==> src/scfc_pkg.sv <==
// ----------------------------------------------------------------------------
// scfc_pkg
// types, register indexes and the crc-32 byte step shared by the frame checker
// ----------------------------------------------------------------------------
package scfc_pkg;

    localparam int CFG_IDX_W  = 3;
    localparam int CFG_DATA_W = 16;

    localparam logic [CFG_IDX_W-1:0] REG_SYNC_PATTERN      = 3'd0;
    localparam logic [CFG_IDX_W-1:0] REG_PAYLOAD_LIMIT     = 3'd1;
    localparam logic [CFG_IDX_W-1:0] REG_PREAMBLE_BYTES    = 3'd2;
    localparam logic [CFG_IDX_W-1:0] REG_HEADER_BYTES      = 3'd3;
    localparam logic [CFG_IDX_W-1:0] REG_RECEIVER_CAPACITY = 3'd4;

    localparam logic [15:0] SYNC_RESET     = 16'hA53C;
    localparam logic [7:0]  LIMIT_RESET    = 8'd255;
    localparam logic [7:0]  PREAMBLE_RESET = 8'd64;
    localparam logic [5:0]  HEADER_RESET   = 6'd8;
    localparam logic [7:0]  CAPACITY_RESET = 8'd255;

    localparam logic [31:0] CRC_POLY = 32'hEDB88320;
    localparam logic [31:0] CRC_INIT = 32'hFFFFFFFF;
    localparam logic [2:0]  CRC_BYTES = 3'd4;

    localparam logic KIND_PAYLOAD = 1'b0;
    localparam logic KIND_VERDICT = 1'b1;

    typedef struct packed {
        logic [7:0] rx_byte;
        logic       frame_end;
    } t_in_word;

    typedef struct packed {
        logic       out_kind;
        logic [7:0] out_byte;
        logic       frame_good;
        logic [7:0] payload_count;
    } t_out_word;

    typedef struct packed {
        logic [15:0] sync_pattern;
        logic [7:0]  payload_limit;
        logic [7:0]  preamble_bytes;
        logic [5:0]  header_bytes;
        logic [7:0]  receiver_capacity;
    } t_cfg;

    // results produced by one accepted word, slot 0 first
    typedef struct packed {
        logic [1:0] count;
        t_out_word  slot0;
        t_out_word  slot1;
    } t_emit;

    // reflected crc-32, one byte per call
    function automatic logic [31:0] crc_byte(input logic [31:0] c_in,
                                             input logic [7:0]  b);
        logic [31:0] c;
        c = c_in ^ {24'd0, b};
        for (int k = 0; k < 8; k++) begin
            c = (c >> 1) ^ (CRC_POLY & {32{c[0]}});
        end
        return c;
    endfunction

endpackage

==> src/scfc_frame.sv <==
// ----------------------------------------------------------------------------
// scfc_frame
// frame phase tracking, sync compare, length check and crc-32 per word
// ----------------------------------------------------------------------------
module scfc_frame
    import scfc_pkg::*;
(
    input  logic     i_clk,
    input  logic     i_rst_n,
    input  logic     i_accept,
    input  t_in_word i_in,
    input  t_cfg     i_cfg,
    output t_emit    o_emit
);

    localparam logic [2:0] PH_PRE   = 3'd0;
    localparam logic [2:0] PH_SYNC0 = 3'd1;
    localparam logic [2:0] PH_SYNC1 = 3'd2;
    localparam logic [2:0] PH_HDR   = 3'd3;
    localparam logic [2:0] PH_PAY   = 3'd4;
    localparam logic [2:0] PH_CRC   = 3'd5;
    localparam logic [2:0] PH_TAIL  = 3'd6;

    localparam t_out_word BAD_VERDICT = '{out_kind: KIND_VERDICT, out_byte: 8'd0,
                                          frame_good: 1'b0, payload_count: 8'd0};

    logic [2:0]  r_phase,   n_phase;
    logic [7:0]  r_pos,     n_pos;
    logic [7:0]  r_sync0,   n_sync0;
    logic [7:0]  r_length,  n_length;
    logic [31:0] r_crc,     n_crc;
    logic [31:0] r_rx_crc,  n_rx_crc;
    logic        r_verdict, n_verdict;

    logic [5:0]  hlen;
    logic [2:0]  ph;
    logic [7:0]  pos;
    logic [7:0]  pos_inc;
    logic [31:0] crc_step;
    logic        hit;
    t_out_word   res;
    logic        good;

    assign hlen     = (i_cfg.header_bytes == 6'd0) ? 6'd1 : i_cfg.header_bytes;
    assign crc_step = crc_byte(r_crc, i_in.rx_byte);

    always_comb begin
        ph        = r_phase;
        pos       = r_pos;
        n_phase   = r_phase;
        n_sync0   = r_sync0;
        n_length  = r_length;
        n_crc     = r_crc;
        n_rx_crc  = r_rx_crc;
        n_verdict = r_verdict;
        hit       = 1'b0;
        res       = BAD_VERDICT;
        good      = 1'b0;

        // preamble done: this word is the first sync byte
        if (r_phase == PH_PRE && r_pos >= i_cfg.preamble_bytes) begin
            ph  = PH_SYNC0;
            pos = 8'd0;
        end
        pos_inc = pos + 8'd1;
        n_pos   = pos;
        n_phase = ph;

        case (ph)
            PH_PRE: begin
                n_pos = pos_inc;
            end
            PH_SYNC0: begin
                n_sync0 = i_in.rx_byte;
                n_phase = PH_SYNC1;
            end
            PH_SYNC1: begin
                if ({r_sync0, i_in.rx_byte} != i_cfg.sync_pattern) begin
                    hit       = 1'b1;
                    n_verdict = 1'b1;
                    n_phase   = PH_TAIL;
                end else begin
                    n_phase = PH_HDR;
                    n_pos   = 8'd0;
                end
            end
            PH_HDR: begin
                n_crc = crc_step;
                if (pos == 8'd0) begin
                    n_length = i_in.rx_byte;
                end
                if (pos == 8'd0 && (i_in.rx_byte > i_cfg.payload_limit ||
                                    i_in.rx_byte > i_cfg.receiver_capacity)) begin
                    hit       = 1'b1;
                    n_verdict = 1'b1;
                    n_phase   = PH_TAIL;
                end else if (pos_inc >= {2'd0, hlen}) begin
                    n_pos   = 8'd0;
                    n_phase = (n_length == 8'd0) ? PH_CRC : PH_PAY;
                end else begin
                    n_pos = pos_inc;
                end
            end
            PH_PAY: begin
                n_crc = crc_step;
                hit   = 1'b1;
                res   = '{out_kind: KIND_PAYLOAD, out_byte: i_in.rx_byte,
                          frame_good: 1'b0, payload_count: 8'd0};
                if (pos_inc >= r_length) begin
                    n_pos   = 8'd0;
                    n_phase = PH_CRC;
                end else begin
                    n_pos = pos_inc;
                end
            end
            PH_CRC: begin
                n_rx_crc = {r_rx_crc[23:0], i_in.rx_byte};
                n_pos    = pos_inc;
                if (pos_inc >= {5'd0, CRC_BYTES}) begin
                    good      = ((r_crc ^ CRC_INIT) == n_rx_crc);
                    hit       = 1'b1;
                    res       = '{out_kind: KIND_VERDICT, out_byte: 8'd0,
                                  frame_good: good,
                                  payload_count: good ? r_length : 8'd0};
                    n_verdict = 1'b1;
                    n_phase   = PH_TAIL;
                end
            end
            default: begin
            end
        endcase

        // results: stage result first, then a truncation verdict if needed
        o_emit.slot0 = hit ? res : BAD_VERDICT;
        o_emit.slot1 = BAD_VERDICT;
        if (i_in.frame_end && !n_verdict) begin
            o_emit.count = hit ? 2'd2 : 2'd1;
        end else begin
            o_emit.count = hit ? 2'd1 : 2'd0;
        end

        if (i_in.frame_end) begin
            n_phase   = PH_PRE;
            n_pos     = 8'd0;
            n_sync0   = 8'd0;
            n_length  = 8'd0;
            n_crc     = CRC_INIT;
            n_rx_crc  = 32'd0;
            n_verdict = 1'b0;
        end
    end

    always_ff @(posedge i_clk) begin
        if (!i_rst_n) begin
            r_phase   <= PH_PRE;
            r_pos     <= 8'd0;
            r_sync0   <= 8'd0;
            r_length  <= 8'd0;
            r_crc     <= CRC_INIT;
            r_rx_crc  <= 32'd0;
            r_verdict <= 1'b0;
        end else if (i_accept) begin
            r_phase   <= n_phase;
            r_pos     <= n_pos;
            r_sync0   <= n_sync0;
            r_length  <= n_length;
            r_crc     <= n_crc;
            r_rx_crc  <= n_rx_crc;
            r_verdict <= n_verdict;
        end
    end

    // two results only when the frame ends early
    a_two_needs_end: assert property (@(posedge i_clk) disable iff (!i_rst_n)
        (i_accept && o_emit.count == 2'd2) |-> i_in.frame_end)
        else $error("two results without frame end");

    a_end_clears: assert property (@(posedge i_clk) disable iff (!i_rst_n)
        (i_accept && i_in.frame_end) |=> (r_phase == PH_PRE && r_crc == CRC_INIT
                                          && !r_verdict))
        else $error("frame state not cleared at frame end");

    a_tail_has_verdict: assert property (@(posedge i_clk) disable iff (!i_rst_n)
        (r_phase == PH_TAIL) |-> r_verdict)
        else $error("tail phase without verdict");

endmodule

==> src/scfc_out_queue.sv <==
// ----------------------------------------------------------------------------
// scfc_out_queue
// small result queue, takes up to two words per cycle, gives one per ready cycle
// ----------------------------------------------------------------------------
module scfc_out_queue
    import scfc_pkg::*;
#(
    parameter int DEPTH = 4
)
(
    input  logic      i_clk,
    input  logic      i_rst_n,
    input  logic      i_push,
    input  t_emit     i_emit,
    output logic      o_room,
    output logic      o_valid,
    input  logic      i_ready,
    output t_out_word o_data
);

    localparam int PW = (DEPTH > 1) ? $clog2(DEPTH) : 1;
    localparam int CW = $clog2(DEPTH + 1);
    localparam logic [PW-1:0] LAST = PW'(DEPTH - 1);
    localparam logic [CW-1:0] ROOM_MAX = CW'(DEPTH - 2);

    function automatic logic [PW-1:0] wrap_inc(input logic [PW-1:0] p);
        return (p == LAST) ? '0 : p + 1'b1;
    endfunction

    t_out_word     r_mem [DEPTH];
    logic [PW-1:0] r_wr, n_wr;
    logic [PW-1:0] r_rd, n_rd;
    logic [CW-1:0] r_count, n_count;
    logic [PW-1:0] wr_next;
    logic [1:0]    push_n;
    logic          pop;

    assign o_room  = (r_count <= ROOM_MAX);
    assign o_valid = (r_count != '0);
    assign o_data  = r_mem[r_rd];
    assign pop     = o_valid && i_ready;
    assign push_n  = i_push ? i_emit.count : 2'd0;
    assign wr_next = wrap_inc(r_wr);

    always_comb begin
        n_wr    = r_wr;
        n_rd    = pop ? wrap_inc(r_rd) : r_rd;
        n_count = r_count + CW'(push_n) - CW'(pop);
        case (push_n)
            2'd1:    n_wr = wr_next;
            2'd2:    n_wr = wrap_inc(wr_next);
            default: n_wr = r_wr;
        endcase
    end

    always_ff @(posedge i_clk) begin
        if (push_n != 2'd0) begin
            r_mem[r_wr] <= i_emit.slot0;
        end
        if (push_n == 2'd2) begin
            r_mem[wr_next] <= i_emit.slot1;
        end
    end

    always_ff @(posedge i_clk) begin
        if (!i_rst_n) begin
            r_wr    <= '0;
            r_rd    <= '0;
            r_count <= '0;
        end else begin
            r_wr    <= n_wr;
            r_rd    <= n_rd;
            r_count <= n_count;
        end
    end

    a_no_overflow: assert property (@(posedge i_clk) disable iff (!i_rst_n)
        r_count <= CW'(DEPTH))
        else $error("result queue overflow");

    a_push_only_with_room: assert property (@(posedge i_clk) disable iff (!i_rst_n)
        (push_n != 2'd0) |-> o_room)
        else $error("push into full result queue");

    a_count_tracks: assert property (@(posedge i_clk) disable iff (!i_rst_n)
        (!i_push && !pop) |=> $stable(r_count))
        else $error("queue count moved while idle");

endmodule

==> src/sync_crc_frame_checker_core.sv <==
// ----------------------------------------------------------------------------
// sync_crc_frame_checker_core
// sync word, length and crc-32 frame checker for a received byte stream
// ----------------------------------------------------------------------------
// one received byte is taken per clock; each byte is handled in the cycle it is
// accepted (phase logic and a bytewise crc-32 step) and its results go into a
// small result queue. a byte gives at most two results, the second only when a
// frame ends early, so the sustained rate is one byte per cycle as long as the
// consumer takes one word per cycle; input ready drops only when the result
// queue has fewer than two free entries. the user must write registers through
// the plain write port only while the block is idle; no logic enforces it.
module sync_crc_frame_checker_core
    import scfc_pkg::*;
#(
    parameter int QUEUE_DEPTH = 4
)
(
    input  logic                  i_clk,
    input  logic                  i_rst_n,
    input  logic                  i_cfg_we,
    input  logic [CFG_IDX_W-1:0]  i_cfg_idx,
    input  logic [CFG_DATA_W-1:0] i_cfg_data,
    input  logic                  i_in_valid,
    output logic                  o_in_ready,
    input  t_in_word              i_in_data,
    output logic                  o_out_valid,
    input  logic                  i_out_ready,
    output t_out_word             o_out_data
);

    t_cfg  r_cfg;
    t_emit emit;
    logic  accept;

    assign accept = i_in_valid && o_in_ready;

    always_ff @(posedge i_clk) begin
        if (!i_rst_n) begin
            r_cfg.sync_pattern      <= SYNC_RESET;
            r_cfg.payload_limit     <= LIMIT_RESET;
            r_cfg.preamble_bytes    <= PREAMBLE_RESET;
            r_cfg.header_bytes      <= HEADER_RESET;
            r_cfg.receiver_capacity <= CAPACITY_RESET;
        end else if (i_cfg_we) begin
            case (i_cfg_idx)
                REG_SYNC_PATTERN:      r_cfg.sync_pattern      <= i_cfg_data;
                REG_PAYLOAD_LIMIT:     r_cfg.payload_limit     <= i_cfg_data[7:0];
                REG_PREAMBLE_BYTES:    r_cfg.preamble_bytes    <= i_cfg_data[7:0];
                REG_HEADER_BYTES:      r_cfg.header_bytes      <= i_cfg_data[5:0];
                REG_RECEIVER_CAPACITY: r_cfg.receiver_capacity <= i_cfg_data[7:0];
                default: begin
                end
            endcase
        end
    end

    scfc_frame u_frame (
        .i_clk    (i_clk),
        .i_rst_n  (i_rst_n),
        .i_accept (accept),
        .i_in     (i_in_data),
        .i_cfg    (r_cfg),
        .o_emit   (emit)
    );

    scfc_out_queue #(
        .DEPTH (QUEUE_DEPTH)
    ) u_queue (
        .i_clk   (i_clk),
        .i_rst_n (i_rst_n),
        .i_push  (accept),
        .i_emit  (emit),
        .o_room  (o_in_ready),
        .o_valid (o_out_valid),
        .i_ready (i_out_ready),
        .o_data  (o_out_data)
    );

endmodule
==> config.mk <==
export PLATFORM = sky130hd
export DESIGN_NAME = sync_crc_frame_checker_core
export DESIGN_NICKNAME = d
export VERILOG_FILES = /design/src/scfc_pkg.sv /design/src/scfc_frame.sv /design/src/scfc_out_queue.sv /design/src/sync_crc_frame_checker_core.sv
export SDC_FILE = /design/constraint.sdc
export NUM_CORES = 1
export LEC_CHECK = 0
export BUFFER_PORTS_ARGS = -buffer_cell sky130_fd_sc_hd__buf_2
export CAP_MARGIN = 0
export CORE_ASPECT_RATIO = 0.75
export CORE_MARGIN = 3
export CORE_UTILIZATION = 58
export DETAILED_ROUTE_END_ITERATION = 10
export GPL_TIMING_DRIVEN = 0
export PLACE_DENSITY = 0.84
export SETUP_SLACK_MARGIN = 0.5
export SLEW_MARGIN = 30
export SYNTH_ARGS = -nofsm -noshare
export SYNTH_HDL_FRONTEND = slang
export SYNTH_SLANG_ARGS = --single-unit
==> constraint.sdc <==
create_clock -name i_clk -period 6.82 [get_ports i_clk]
set_input_delay 1.705 -clock i_clk [delete_from_list [all_inputs] [get_ports i_clk]]
set_output_delay 1.705 -clock i_clk [all_outputs]
set_load 0.005 [all_outputs]
Word-level counts from Yosys, hierarchy flattened
Memories as Yosys holds them, arrays and structs flattened. A register that Yosys moved wholly into a read port is not among the register bits.
Cells that the tools add are included.
{"block": "classes", "add_sub_neg": 6, "reduce_logical": 31, "bitwise_logic": 10, "eq_ne": 16, "mux": 54, "order_cmp": 7}
{"operator": "bitwise XOR 31 x 32 -> 32 bit", "n": 8}
{"operator": "two-way mux 8 bit", "n": 13}
{"operator": "two-way mux 32 bit", "n": 2}
{"operator": "two-way mux 24 bit", "n": 2}
{"operator": "case mux 18 bit (2 select lines)", "n": 1}
{"operator": "== test 32 bit", "n": 1}
{"operator": "inverter 32 bit", "n": 1}
{"operator": "case mux 8 bit (4 select lines)", "n": 1}
{"operator": "bitwise XOR 32 x 8 -> 32 bit", "n": 1}
{"operator": "two-way mux 3 bit", "n": 7}
{"operator": "two-way mux 18 bit", "n": 1}
{"operator": "AND reduction 2 bit", "n": 9}
{"operator": ">= comparator 8 bit", "n": 2}
{"operator": "greater-than comparator 8 bit", "n": 2}
{"operator": "zero test 8 bit", "n": 2}
{"operator": "two-way mux 2 bit", "n": 8}
{"operator": "inequality test 16 bit", "n": 1}
{"operator": "case mux 3 bit (5 select lines)", "n": 1}
{"operator": "two-way mux 1 bit", "n": 13}
{"operator": "== test 3 x 2 -> 1 bit, second input constant", "n": 4}
{"operator": "nonzero test 2 bit", "n": 6}
{"operator": "== test 3 bit, second input constant", "n": 3}
{"operator": "zero test 3 bit", "n": 3}
{"operator": "two-way mux 9 bit", "n": 1}
{"operator": "20 further kinds", "n": 31}
{"block": "totals", "reg_bits": 137, "memories": 1, "mem_bits_rw": 72}
{"memory": "u_queue.r_mem", "words": 4, "width": 18, "read_ports": 1, "rd_clocked_by_memory_dff": 1, "wr": 2, "line": "scfc_out_queue.sv:30", "rtl": "t_out_word r_mem [DEPTH];"}

Logic depth before layout (Yosys ltp)
{"block": "depth", "depth_word": 14, "ltp_mapped": 26}

Cells and area by module
From an unflattened synthesis, not the netlist that was laid out.
{"block": "hier_totals", "hier_cells": 1147, "hier_area_um2": 11996.5}
{"mod": "scfc_frame", "area_each_um2": 5957.0, "seq_area_each_um2": 1681.6, "instances": 1, "cells_each": 722}
{"mod": "scfc_out_queue", "area_each_um2": 4142.7, "seq_area_each_um2": 2342.2, "instances": 1, "cells_each": 242}
{"mod": "sync_crc_frame_checker_core", "area_each_um2": 1896.8, "seq_area_each_um2": 920.9, "instances": 1, "cells_each": 183}

Worst setup path before layout
OpenSTA, ideal clock, no wires.
{"block": "synth_timing", "path_kind": "flip-flop to flip-flop", "startpoint": "reg u_frame.r_pos[0]", "endpoint": "mem u_queue.r_mem[2][0] in the netlist's numbering", "stages_incl_launch_ff": 26, "setup_time_ps": 116, "period_less_slack_ps": 5222, "required_ps": 6704, "slack_ps": 1598, "arrival_ps": 5106, "cell_sequence": "dfxtp_1 > inv_1 > ha_1 > nand2b_4 > a2111oi_4 > o31ai_2 > and2_1 > clkbuf_1 > nor2_1 > ha_1 > inv_1 > or2_2 > xnor2_1 > a21oi_1 > a211o_1 > nor2b_4 > a31o_2 > or2_2 > ha_1 > and3_1 > inv_1 > ha_1 > and2_1 > clkbuf_1 > nor2_1 > a31o_2"}
{"item": "from (decl)", "line": "scfc_frame.sv:28", "rtl": "logic [7:0] r_pos, n_pos;"}
{"item": "from (signal assigned)", "line": "scfc_frame.sv:164", "rtl": "r_pos <= n_pos;"}
{"item": "to (decl)", "line": "scfc_out_queue.sv:30"}

==> run metrics <==
Row Count=42; Port Buffers=50; number of global-route vias before repair=8,947; outcome=completed; clock sink count=211; total die area=20,700 um^2; first-pass GRT wire length=46.5 mm; hold endpoint=u_queue.r_mem[2][12]$_SDFFE_PP0P_; Final ANT Viol Nets=0; Cell Int Power=2.37 mW; critical path's slowest cell=dfxtp_1; CP startpoint kind=register; core box area=18,100 um^2; CTS max path bufs=3; Synth area leaders=dfxtp_1 38%, ha_1 6.5%, xnor2_1 5.8%; CP arrival=6380 ps; # Post-CTS Setup Buffers=0; Chip Height=125 um; # DRC=0; #FFs+latches synth=211; largest net degree at the start of global routing=15; beginning of the worst register-to-register path=u_frame.r_pos[0]$_SDFFE_PN0P_; DR WL/cell=18.8 um; First-pass DRT Iterations=6; P_sw=945 uW; H-tree lvl count=1; number of flops mapped to enable cells by yosys=0; fraction of layout cells with a size suffix above 1=11.6%; part of the power in registers=40.6%; measured slew at the worst slew-check pin=967 ps; HP Class=register to register; Initial Utilization=60.6%; sw frac=28.5%; clk slew on worst S/H paths=70 ps; Yosys top cell area share=38.4%; Total Routing Usage GR=27.8%; critical path class=register to register; grt ovf=0; max incr delay on CP=410 ps; Final GP Congestion=0.963; Fin Clk Skew=24.7 ps; setup_tns=0 ps; Rel. slew slack=35.1%; worst r2r path cells=26; DR vias=9,349; register area share after synthesis=38.4%; Clock power frac=38.8%; Logic pwr share=20.6%; yosys warns=0; Iter 0 DRT Violations=926; Hold Crit Depth=2; WP data required=7210 ps; FILL cells=1,403; critical-path maximum fanout=9; post-synth top area cell=dfxtp_1; LEAKAGE=4.99 nW; top cells by count, synth=211 x dfxtp_1, 151 x nand2_1, 73 x xnor2_1; ys flop type=dfxtp_1; FF/Latch Area=4220 um^2; Max IR drop VDD=199 uV; Post-Route WL=29.3 mm; area of the multi-input gates=6300 um^2; Avg Synthesized Cell Area=8.94 um^2; Distinct cells, synth=59; maxcap violations=0; fin crit share=87.7%; placed wire-length estimate=20.8 mm; WP buf/inv=5; Clock Latency Late Sink=520 ps; synthesized area=11,000 um^2; max frequency=167 MHz; final setup vio count=0; Reg-to-Reg End=u_queue.r_mem[1][2]$_SDFFE_PP0P_; Period minus WS final=5980 ps; initial antenna violation count=1; Critical Path Sink Type=register; Area growth, synth to finish=12.9%; count of pins over their slew limit=0; die extent in x=165 um; kind of cell adding the most delay to the critical path=simple AND/OR/NAND/NOR gates; via/cell ratio=5.99; RSZ-0062 raised after global routing=false; P per Cell Area=267 nW/um^2; FF-to-FF setup slack=840 ps; Nets=1,395; hold_sp=u_queue.r_mem[2][12]$_SDFFE_PP0P_; Post-synth ARST share=0%; cell mode on critical path=ha_1; clock root cell=clkbuf_16; synthesized instance count=1,230; IO Count=53; Tot Pwr=3.31 mW; count leader, synth=dfxtp_1; Num CTS Buffers=22; syn_nets=1,321; CTS tree=yes; final hold vios=0
per-layer routing:
metal / wire length, um / share of wire, % / global-route usage, %
met2: 13000 / 44 / 42.5
met1: 13000 / 44 / 39.8
met5: 0 / 0 / 0
met3: 2390 / 8.2 / 5.22
met4: 936 / 3.2 / 9.07
logic make-up after synthesis:
group | after synthesis | synth area share (%)
simple gates | 420 | 19.1
compound gates | 242 | 15.3
flops | 211 | 38.4
buf+inv | 135 | 4.94
xor+xnor | 122 | 9.72
fa+ha+maj | 58 | 6.67
mux | 42 | 5.87
worst reg2reg max path: stages, from the launching register on:
cell,delay [ps]
dfxtp_1,410
inv_1,100
ha_1,280
nand2b_4,150
a2111oi_4,400
o31ai_2,190
and2_1,190
clkbuf_1,200
nor2_2,170
ha_1,180
inv_1,90
or2_2,340
xnor2_2,270
a21oi_1,130
a211o_1,300
nor2b_4,170
a31o_2,230
or2_2,280
ha_1,300
and3_1,190
inv_1,80
ha_1,300
nor2b_1,190
buf_2,270
nor2_2,130
and2_1,180
a31o_1,180
cell usage in the layout (no fill, tap or decap), types with 6 or more instances in the layout:
| cell | n |
|---|---|
| mux2i_1 | 24 |
| a21boi_0 | 16 |
| nor2_4 | 7 |
| buf_2 | 60 |
| nor2_1 | 32 |
| xor2_1 | 49 |
| a22oi_1 | 25 |
| nor4_1 | 13 |
| o21ai_0 | 22 |
| nand2b_1 | 11 |
| clkbuf_1 | 52 |
| mux4_2 | 18 |
| o211ai_1 | 22 |
| xnor2_1 | 72 |
| nor3_1 | 15 |
| a21oi_1 | 55 |
| a211o_1 | 6 |
| ha_1 | 56 |
| nand3_1 | 54 |
| nor2b_1 | 63 |
| and2_1 | 43 |
| clkbuf_2 | 6 |
| clkbuf_16 | 22 |
| a31o_2 | 9 |
| a31o_1 | 26 |
| nand2_1 | 151 |
| o22ai_1 | 30 |
| nand4_1 | 13 |
| dfxtp_1 | 211 |
| inv_1 | 65 |
metrics by stage:
| step | area, um^2 | instances | setup WS [ps] | util (%) | hold slack [ps] |
|---|---|---|---|---|---|
| 2_1_floorplan | 11000 | 1230 | 1600 | - | 430 |
| 3_3_place_gp | 11500 | 1522 | 591 | 63.7 | 439 |
| 3_5_place_dp | 11500 | 1522 | 473 | 63.7 | 447 |
| 4_1_cts | 12300 | 1561 | 514 | 68.0 | 455 |
| 5_1_grt | 12400 | 1562 | 537 | 68.4 | 477 |
| 6_report | 12400 | 1562 | 839 | 68.4 | 455 |
final cells by class:
type	instances	share of cell area [%]
buffer	70	2.55
antenna	1	0.0202
clock buffer	30	4.92
timing repair buffer	50	2.02
clock inverter	9	1.29
multi-input combinational	884	50.8
inverter	65	1.97
sequential	211	34.0
tap	242	2.44
repair_timing:
item                                    4_1_cts  5_1_grt
endpoints found under the setup margin       36       72
gates resized for setup                       6       42
hold buffers                                  0        0
worst max path at each step:
stage | slack [ps] | startpoint | end | cells after the start
global route | 540 | u_frame.r_pos[0]$_SDFFE_PN0P_ | u_queue.r_mem[1][7]$_SDFFE_PP0P_ | 26
detailed placement | 470 | u_frame.r_pos[0]$_SDFFE_PN0P_ | u_queue.r_mem[2][2]$_SDFFE_PP0P_ | 25
CTS | 510 | u_frame.r_pos[0]$_SDFFE_PN0P_ | u_queue.r_mem[3][0]$_SDFFE_PP0P_ | 26
floorplan | 1600 | u_frame.r_pos[0]$_SDFFE_PN0P_ | u_queue.r_mem[2][0]$_SDFFE_PP0P_ | 25
finish | 840 | u_frame.r_pos[0]$_SDFFE_PN0P_ | u_queue.r_mem[1][2]$_SDFFE_PP0P_ | 26
global placement | 590 | u_frame.r_pos[0]$_SDFFE_PN0P_ | u_queue.r_mem[2][4]$_SDFFE_PP0P_ | 25
power groups by stage:
stage | registers (mW) | logic, mW | clock network (mW)
after floorplan | 1.35 | 0.499 | 0
after global placement | 1.36 | 0.633 | 0
after detailed placement | 1.37 | 0.653 | 0
after CTS | 1.34 | 0.662 | 1.30
after global routing | 1.35 | 0.740 | 1.34
final | 1.34 | 0.681 | 1.29
state kept, by name, indices dropped and copies added (netlist names), named ones only:
register	cells
u_frame.r_crc	32
u_queue.r_count	3
u_frame.r_length	8
u_frame.r_pos	8
u_queue.r_mem	72
u_frame.r_phase	3
r_cfg	46
u_queue.r_wr	2
u_frame.r_verdict	1
u_queue.r_rd	2
u_frame.r_sync0	8
u_frame.r_rx_crc	24
Note: power is estimated with default switching activity, not from simulation.
